[src/spe_pkg.sv]
package spe_pkg;

  // Widths of the configuration registers and of the port
  localparam int unsigned WIDTH_W    = 11;
  localparam int unsigned HEIGHT_W   = 12;
  localparam int unsigned THRESH_W   = 8;
  localparam int unsigned CFG_IDX_W  = 2;
  localparam int unsigned CFG_DATA_W = 12;
  localparam int unsigned PIX_W      = 8;

  localparam int unsigned MAX_WIDTH_DEF = 1024;

  typedef enum logic [CFG_IDX_W-1:0] {
    REG_IMAGE_WIDTH  = 2'd0,
    REG_IMAGE_HEIGHT = 2'd1,
    REG_KERNEL_MODE  = 2'd2,
    REG_THRESHOLD    = 2'd3
  } cfg_reg_t;

  localparam logic OPC_PIXEL = 1'b0;
  localparam logic OPC_FLUSH = 1'b1;

  localparam logic KERNEL_SOBEL   = 1'b0;
  localparam logic KERNEL_PREWITT = 1'b1;

  localparam logic [WIDTH_W-1:0]  WIDTH_RST  = 11'd640;
  localparam logic [HEIGHT_W-1:0] HEIGHT_RST = 12'd480;
  localparam logic [THRESH_W-1:0] THRESH_RST = 8'd127;

  // floor(x/3) for x <= 765 as (x * 683) >> 11
  localparam logic [9:0] GRAY_MUL   = 10'd683;
  localparam int unsigned GRAY_SHIFT = 11;

  typedef logic [PIX_W-1:0] pix_t;
  typedef logic [8:0][PIX_W-1:0] win_t;

  typedef struct packed {
    logic opcode;
    pix_t red;
    pix_t green;
    pix_t blue;
  } in_item_t;

  typedef struct packed {
    logic edge_res;
    logic end_of_frame;
  } out_item_t;

endpackage

[src/spe_grad.sv]
module spe_grad (
  input  spe_pkg::win_t win,
  input  logic          kernel_mode,
  input  logic [15:0]   thr_sq,
  output logic          is_edge
);

  logic [9:0]         gx_pos;
  logic [9:0]         gx_neg;
  logic [9:0]         gy_pos;
  logic [9:0]         gy_neg;
  logic signed [11:0] gx;
  logic signed [11:0] gy;
  logic signed [23:0] sq_x;
  logic signed [23:0] sq_y;
  logic [21:0]        mag;

  function automatic logic [9:0] centre(input spe_pkg::pix_t p, input logic mode);
    centre = (mode == spe_pkg::KERNEL_PREWITT) ? {2'b00, p} : {1'b0, p, 1'b0};
  endfunction

  assign gx_pos = {2'b00, win[2]} + centre(win[5], kernel_mode) + {2'b00, win[8]};
  assign gx_neg = {2'b00, win[0]} + centre(win[3], kernel_mode) + {2'b00, win[6]};
  assign gy_pos = {2'b00, win[0]} + centre(win[1], kernel_mode) + {2'b00, win[2]};
  assign gy_neg = {2'b00, win[6]} + centre(win[7], kernel_mode) + {2'b00, win[8]};

  assign gx = $signed({2'b00, gx_pos}) - $signed({2'b00, gx_neg});
  assign gy = $signed({2'b00, gy_pos}) - $signed({2'b00, gy_neg});

  assign sq_x = gx * gx;
  assign sq_y = gy * gy;

  // each square is at most 1020^2, so 21 bits hold it
  assign mag = {1'b0, sq_x[20:0]} + {1'b0, sq_y[20:0]};

  assign is_edge = (mag >= {6'd0, thr_sq});

endmodule

[config.mk]
export PLATFORM = sky130hd
export DESIGN_NAME = spe_grad
export DESIGN_NICKNAME = d
export VERILOG_FILES = /design/src/spe_pkg.sv /design/src/spe_grad.sv
export SDC_FILE = /design/constraint.sdc
export NUM_CORES = 1
export LEC_CHECK = 0
export BUFFER_PORTS_ARGS = -buffer_cell sky130_fd_sc_hd__buf_2
export CAP_MARGIN = 20
export CORE_ASPECT_RATIO = 0.5
export CORE_MARGIN = 1
export CORE_UTILIZATION = 28
export DETAILED_ROUTE_END_ITERATION = 8
export SLEW_MARGIN = 20
export SYNTH_ARGS = -nofsm -noshare
export SYNTH_HDL_FRONTEND = slang
export SYNTH_SLANG_ARGS = --single-unit
[constraint.sdc]
create_clock -name vclk -period 18.75
set_clock_uncertainty 0.2 [all_clocks]
set_input_delay 2.8125 -clock vclk [all_inputs]
set_output_delay 2.8125 -clock vclk [all_outputs]
set_load 0.05 [all_outputs]
==> reports/results.tsv, run 1 <==
metric	value	unit
outcome	finished, final reports clean	
cp.required	15740	ps
cp_num_buf_inv	10	
routed_wl	25000	µm
yosysWarnings	0	
synth_top_area_share	45.1	%
drive_gt1_share	10.1	%
area_growth	9.46	%
grt_max_degree	27	
max-cap-violations	0	
multi_input_area	10200	µm²
syn_area	11700	µm²
setup_viol	0	
seq_cell_count	0	
cts_resized	0	
post_cts_buffers	0	
grt_first_pass_wirelength	44100	µm
post_drt_wl_per_cell	13.0	µm
startpoint_type	input port	
holdPathEnd	is_edge	
path_delay_family	adder cells	
post_drt_via_cell_ratio	4.37	
syn-instance-count	1304	
overflow	0	
synthDistinctLibCells	54	
finalCritPeriodShare	92.8	%
io_pins	90	
cp_slowest_cell	a2111oi_0	
first_pass_iters	5	
nets	1876	
portBuffers	82	
synth.area.top_cells	fa_1 45%, ha_1 15%, inv_1 12%, xnor2_1 3.8%, nor2_1 2.9%	
nClkBuffers	0	
period_needed	17400	ps
n_fill_cell	4343	
initial_core_util	28.7	%
setup-tns-final	0	ps
hold_violations	0	
slew_viol_final	0	
route.detailed.drc	0	
hold_depth	8	
ctsHoldBuffers	0	
dr.first_iter.drc_count	325	
max_slew.worst_pin.slew	875	ps
critPathMaxStageDelay	600	ps
critPathCaptureType	primary output	
arrival	14390	ps
fp-row-count	52	
num_vias	8395	
cp.depth	46	
regArea	0	µm²
path_max_fanout	26	
critPathKind	input port to primary output	
hpwlAfterDp	23000	µm
fmax	57.5	MHz
core	40700	µm²
slew_headroom	41.2	%
routabilityCongestion	0.832	
cpMostUsedCell	fa_1	
ant_nets	0	
die_width	291	µm
rsz0062_at_grt	false	
antenna_found_initial	1	
yosysTopAreaCell	fa_1	
avgSynthCellArea	8.95	µm²
grt_pass1_vias	9172	
design.die.area	42600	µm²
synth_nets	1797	
min_from	thr_sq[13]	
yosysSeqAreaShare	0	%
grt_usage	12.5	%
hold_class	input port to primary output	
die_h	146	µm
## cell usage after synthesis (4+ instances only)
| cell type | n |
|---|---|
| and2_1 | 17 |
| xor2_1 | 26 |
| clkbuf_1 | 11 |
| or3_1 | 5 |
| mux2_2 | 26 |
| and3_1 | 5 |
| nor2b_1 | 8 |
| nor3_1 | 15 |
| a211oi_1 | 4 |
| xnor2_1 | 51 |
| o31ai_1 | 4 |
| o21bai_1 | 7 |
| mux2i_1 | 6 |
| a21o_1 | 18 |
| inv_2 | 4 |
| nor2_1 | 89 |
| fa_1 | 263 |
| ha_1 | 141 |
| nand3_1 | 12 |
| o21ai_0 | 24 |
| nand2_1 | 75 |
| inv_1 | 376 |
| a31oi_1 | 10 |
| a21oi_1 | 44 |
| nand2b_1 | 12 |
| or2_2 | 6 |
## cells by family after synthesis
family                     Yosys count  share of synthesized area (%)
AOI/OAI and AO/OA                  141                           8.27
xor gates and xnor gates            77                           5.78
adders and majority gates          404                           60.2
buffers and inverters              395                           12.7
muxes                               32                           3.02
and+or+nand+nor                    255                           10.0
## per-layer routing
metal | share of wire (%) | GRT usage, %
met5 | 0 | 0
met2 | 48 | 22.3
met1 | 48 | 17.6
met4 | 0.55 | 0.635
met3 | 2.9 | 0.746
## metrics by stage
stage	cell area (µm²)	setup WS [ps]	cells	utilization [%]	hold slack (ps)
2_1_floorplan	11700	2310	1304	-	6150
3_3_place_gp	12800	1480	1921	31.4	6270
3_5_place_dp	12800	1360	1921	31.4	6280
4_1_cts	12800	1300	1921	31.4	6280
5_1_grt	12800	565	1921	31.4	6380
6_report	12800	1350	1922	31.4	6260
## worst max path at each step
stage / endpoint / from
2_1_floorplan: is_edge / kernel_mode
3_3_place_gp: is_edge / kernel_mode
3_5_place_dp: is_edge / kernel_mode
4_1_cts: is_edge / kernel_mode
5_1_grt: is_edge / kernel_mode
6_report: is_edge / kernel_mode
## final cells by class
| cell class | instances | area share [%] |
|---|---|---|
| timing repair buffer | 92 | 3.80 |
| multi-input combinational | 909 | 79.7 |
| inverter | 380 | 11.2 |
| antenna | 1 | 0.0196 |
| tap | 540 | 5.29 |
## placed cells by master (no fill, tap or decap), types with 12 or more instances in the layout
cell type / synthesis / routed
a21o_1: 18 / 18
a21oi_1: 44 / 44
and2_1: 17 / 17
buf_2: 2 / 82
fa_1: 263 / 263
ha_1: 141 / 141
inv_1: 376 / 376
mux2_2: 26 / 26
nand2_1: 75 / 75
nand2b_1: 12 / 12
nand3_1: 12 / 12
nor2_1: 89 / 89
nor3_1: 15 / 15
o21ai_0: 24 / 24
xnor2_1: 51 / 51
xor2_1: 26 / 26
Power of run 1 is not shown: default switching activity piles up to over one toggle a cycle in this logic, so the estimate is an artifact.
==> run 2: changes to the inputs <==
PLACE_DENSITY_LB_ADDON = 0.1   (was not set)
==> reports/results.tsv, run 2 (synthesis results as in run 1) <==
metric	value	unit
outcome	finished, final reports clean	
die_width	291	µm
critPathKind	input port to primary output	
cp_slowest_cell	a2111oi_0	
portBuffers	82	
grt_max_degree	37	
hold_violations	0	
die_h	146	µm
rsz0062_at_grt	false	
holdWs	6290	ps
ant_nets	0	
layout_commonest_cell	inv_1	
period_needed	17920	ps
finalCritPeriodShare	95.6	%
slew_headroom	37.7	%
most-common-layout-cells	376 x inv_1, 263 x fa_1, 141 x ha_1	
first_pass_iters	4	
setup-tns-final	0	ps
path_max_fanout	36	
cp.required	15740	ps
max-cap-violations	0	
n_antenna_cell	0	
drive_gt1_share	10.1	%
slew_viol_final	0	
design.die.area	42600	µm²
overflow	0	
grt_pass1_vias	9717	
antenna_found_initial	0	
utilization	31.4	%
hold_class	input port to primary output	
critPathMaxStageDelay	610	ps
place_area	12800	µm²
grt_first_pass_wirelength	48100	µm
fmax	55.8	MHz
crit_start	kernel_mode	
critPathCaptureType	primary output	
startpoint_type	input port	
post_drt_via_cell_ratio	4.49	
num_vias	8622	
fp-row-count	52	
dr.first_iter.drc_count	325	
arrival	14910	ps
area_growth	9.46	%
grt_usage	13.9	%
routed_wl	27800	µm
fin_area	12800	µm²
regArea	0	µm²
post_drt_wl_per_cell	14.5	µm
core	40700	µm²
nets	1876	
seq_cell_count	0	
hpwlAfterDp	25600	µm
io_pins	90	
nClkBuffers	0	
max_slew.worst_pin.slew	927	ps
routabilityCongestion	0.821	
setup_viol	0	
ctsHoldBuffers	0	
min_from	thr_sq[13]	
route.detailed.drc	0	
cpMostUsedCell	fa_1	
initial_core_util	28.7	%
## run 2: cell types whose count changed in the layout (fill, tap and decap cells not counted)
cell      delta
buf_2        -1
clkbuf_4     +1
diode_2      -1
## run 2: stage by stage
stage,worst slack (ps),instances
finish,832,1921
global route,149,1921
CTS,740,1921
detailed placement,792,1921
global placement,801,1921
floorplan,2310,1304
## run 2: cell type report
class | instances | area [µm²]
fillers | 4358 | 27900
multi-input cells | 909 | 10200
inverters | 380 | 1430
well taps | 540 | 676
repair buffers | 92 | 488
## run 2: worst paths after layout
| kind | cells past startpoint | endpoint | slack, ps |
|---|---|---|---|
| setup / recovery | 43 | is_edge | 830 |
| hold / removal | 8 | is_edge | 6290 |
## run 2: worst max-delay path, delay by kind of cell
family,cells,cell delay [ps]
buf+inv,8,1220
fa+ha+maj,12,5440
simple gates,8,990
xor+xnor,3,910
compound gates,11,3110
mux,1,410
## run 2: routing by layer
| metal | track usage [%] | wire length, µm | up-vias |
|---|---|---|---|
| met4 | 0.794 | 167 | 0 |
| li1 | - | - | 4116 |
| met3 | 0.533 | 590 | 11 |
| met2 | 24.9 | 13600 | 84 |
| met1 | 19.4 | 13400 | 4411 |
| met5 | 0 | 0 | - |
## run 2: timing repair
| action | 4_1_cts | 5_1_grt |
|---|---|---|
| gates resized for setup | 0 | 1 |
| hold endpoints to repair | 0 | 0 |
| setup endpoints to repair | 0 | 1 |
| buffers inserted | 0 | 0 |
Power of run 2 is left out for the same reason.
==> run 3: changes to the inputs <==
ABC_AREA = 1   (was not set)
SLEW_MARGIN = not set   (was 20)
==> reports/results.tsv, run 3 <==
metric	value	unit
fmax	59.7	MHz
yosysTopAreaCell	fa_1	
max-cap-violations	0	
min_from	thr_sq[0]	
seq_cell_count	0	
post_drt_wl_per_cell	13.8	µm
cts_resized	0	
drive_gt1_share	8.83	%
die_h	152	µm
hpwlAfterDp	29300	µm
die_width	301	µm
synthDistinctLibCells	44	
cp_slowest_cell	inv_1	
slew_headroom	50.3	%
synth_top_area_share	42.0	%
regArea	0	µm²
max_slew.worst_pin.slew	745	ps
synth_nets	2134	
synth_common_cells	468 x inv_1, 309 x nand2_1, 263 x fa_1, 141 x ha_1, 124 x nor2_1	
crit_start	kernel_mode	
grt_usage	14.8	%
arrival	13730	ps
yosysSeqAreaShare	0	%
critPathMaxStageDelay	560	ps
post_drt_via_cell_ratio	4.23	
area_growth	8.75	%
crit_path_end	is_edge	
initial_core_util	28.6	%
avgSynthCellArea	7.65	µm²
dp_cells	2299	
yosysWarnings	0	
n_antenna_cell	0	
hold_violations	0	
ant_nets	0	
grt_pass1_vias	10599	
route.detailed.drc	6	
rsz0062_at_grt	false	
nets	2206	
routabilityCongestion	0.845	
design.die.area	45700	µm²
violations	design-rule violations	
cp.required	15740	ps
period_needed	16740	ps
layout_commonest_cell	inv_1	
critPathKind	input port to primary output	
first_pass_iters	9	
most-common-layout-cells	468 x inv_1, 309 x nand2_1, 263 x fa_1	
holdWs	6280	ps
syn_area	12500	µm²
nClkBuffers	0	
hold_class	input port to primary output	
outcome	complete, but fails checks	
fp-row-count	54	
setup-tns-final	0	ps
ctsHoldBuffers	0	
finalCritPeriodShare	89.3	%
antenna_found_initial	0	
cpMostUsedCell	nand2_1	
dr.first_iter.drc_count	441	
yosysMostFrequentCell	inv_1	
num_vias	9720	
core	43800	µm²
slew_viol_final	0	
grt_first_pass_wirelength	53900	µm
routed_wl	31700	µm
overflow	0	
synth.area.top_cells	fa_1 42%, ha_1 14%, inv_1 14%, nand2_1 9.2%, nor2_1 3.7%	
post_cts_buffers	0	
setup_viol	0	
startpoint_type	input port	
portBuffers	82	
grt_max_degree	42	
path_max_fanout	41	
critPathCaptureType	primary output	
stdcell_count	2299	
syn-instance-count	1641	
io_pins	90	
==> run 3: changes by cell type in the layout (fill, tap and decap cells not counted), moves of 10 or more <==
cell / previous run / this run
inv_1: 376 / 468
nand2b_1: 12 / 0
inv_2: 4 / 22
mux2_2: 26 / 0
xnor2_1: 51 / 24
nand2_1: 75 / 309
nand3_1: 12 / 41
nor2_1: 89 / 124
and2_1: 17 / 1
xor2_1: 26 / 36
a21oi_1: 44 / 59
o21ai_0: 24 / 40
a21o_1: 18 / 4
==> run 3: cells by family (layout without fill, tap and decap cells) <==
| kind of cell | count (synthesis) | in the layout | share of synthesized area (%) |
|---|---|---|---|
| fa+ha+maj | 404 | 404 | 56.0 |
| simple gates | 540 | 540 | 18.5 |
| xor+xnor | 63 | 63 | 4.67 |
| buf+inv | 507 | 577 | 15.3 |
| compound gates | 127 | 127 | 5.54 |
==> run 3: worst min path at each step <==
stage                         end  depth (start not counted)
after detailed placement  is_edge                          9
after CTS                 is_edge                          9
after global placement    is_edge                          9
final                     is_edge                          9
after global routing      is_edge                          9
after floorplan           is_edge                          7
==> run 3: worst max-delay path, delay by kind of cell <==
kind,cells,cell delay [ps]
buf+inv,15,2250
simple gates,20,2570
fa+ha+maj,12,5450
compound gates,1,120
xor+xnor,2,500
==> run 3: through the flow <==
step | worst slack, ps | utilization [%] | area, µm²
floorplan | 4060 | - | 12500
global placement | 2040 | 31.1 | 13600
detailed placement | 2080 | 31.1 | 13600
CTS | 2060 | 31.1 | 13600
global route | 1060 | 31.1 | 13600
finish | 2010 | 31.1 | 13600
==> run 3: final cells by class <==
class / instances / area, µm²
Fill cell: 4836 / 30200
Inverter: 494 / 1860
Multi-Input combinational cell: 1134 / 10600
Tap cell: 588 / 736
Timing Repair Buffer: 83 / 418
==> run 3: per-layer routing <==
metal	vias to the layer above	track usage [%]	routed length, µm
met5	-	0	0
met2	80	25.4	14300
met1	4685	22.2	16900
li1	4953	-	-
met3	2	0.114	450
met4	0	0.203	52
Power of run 3 is left out for the same reason.
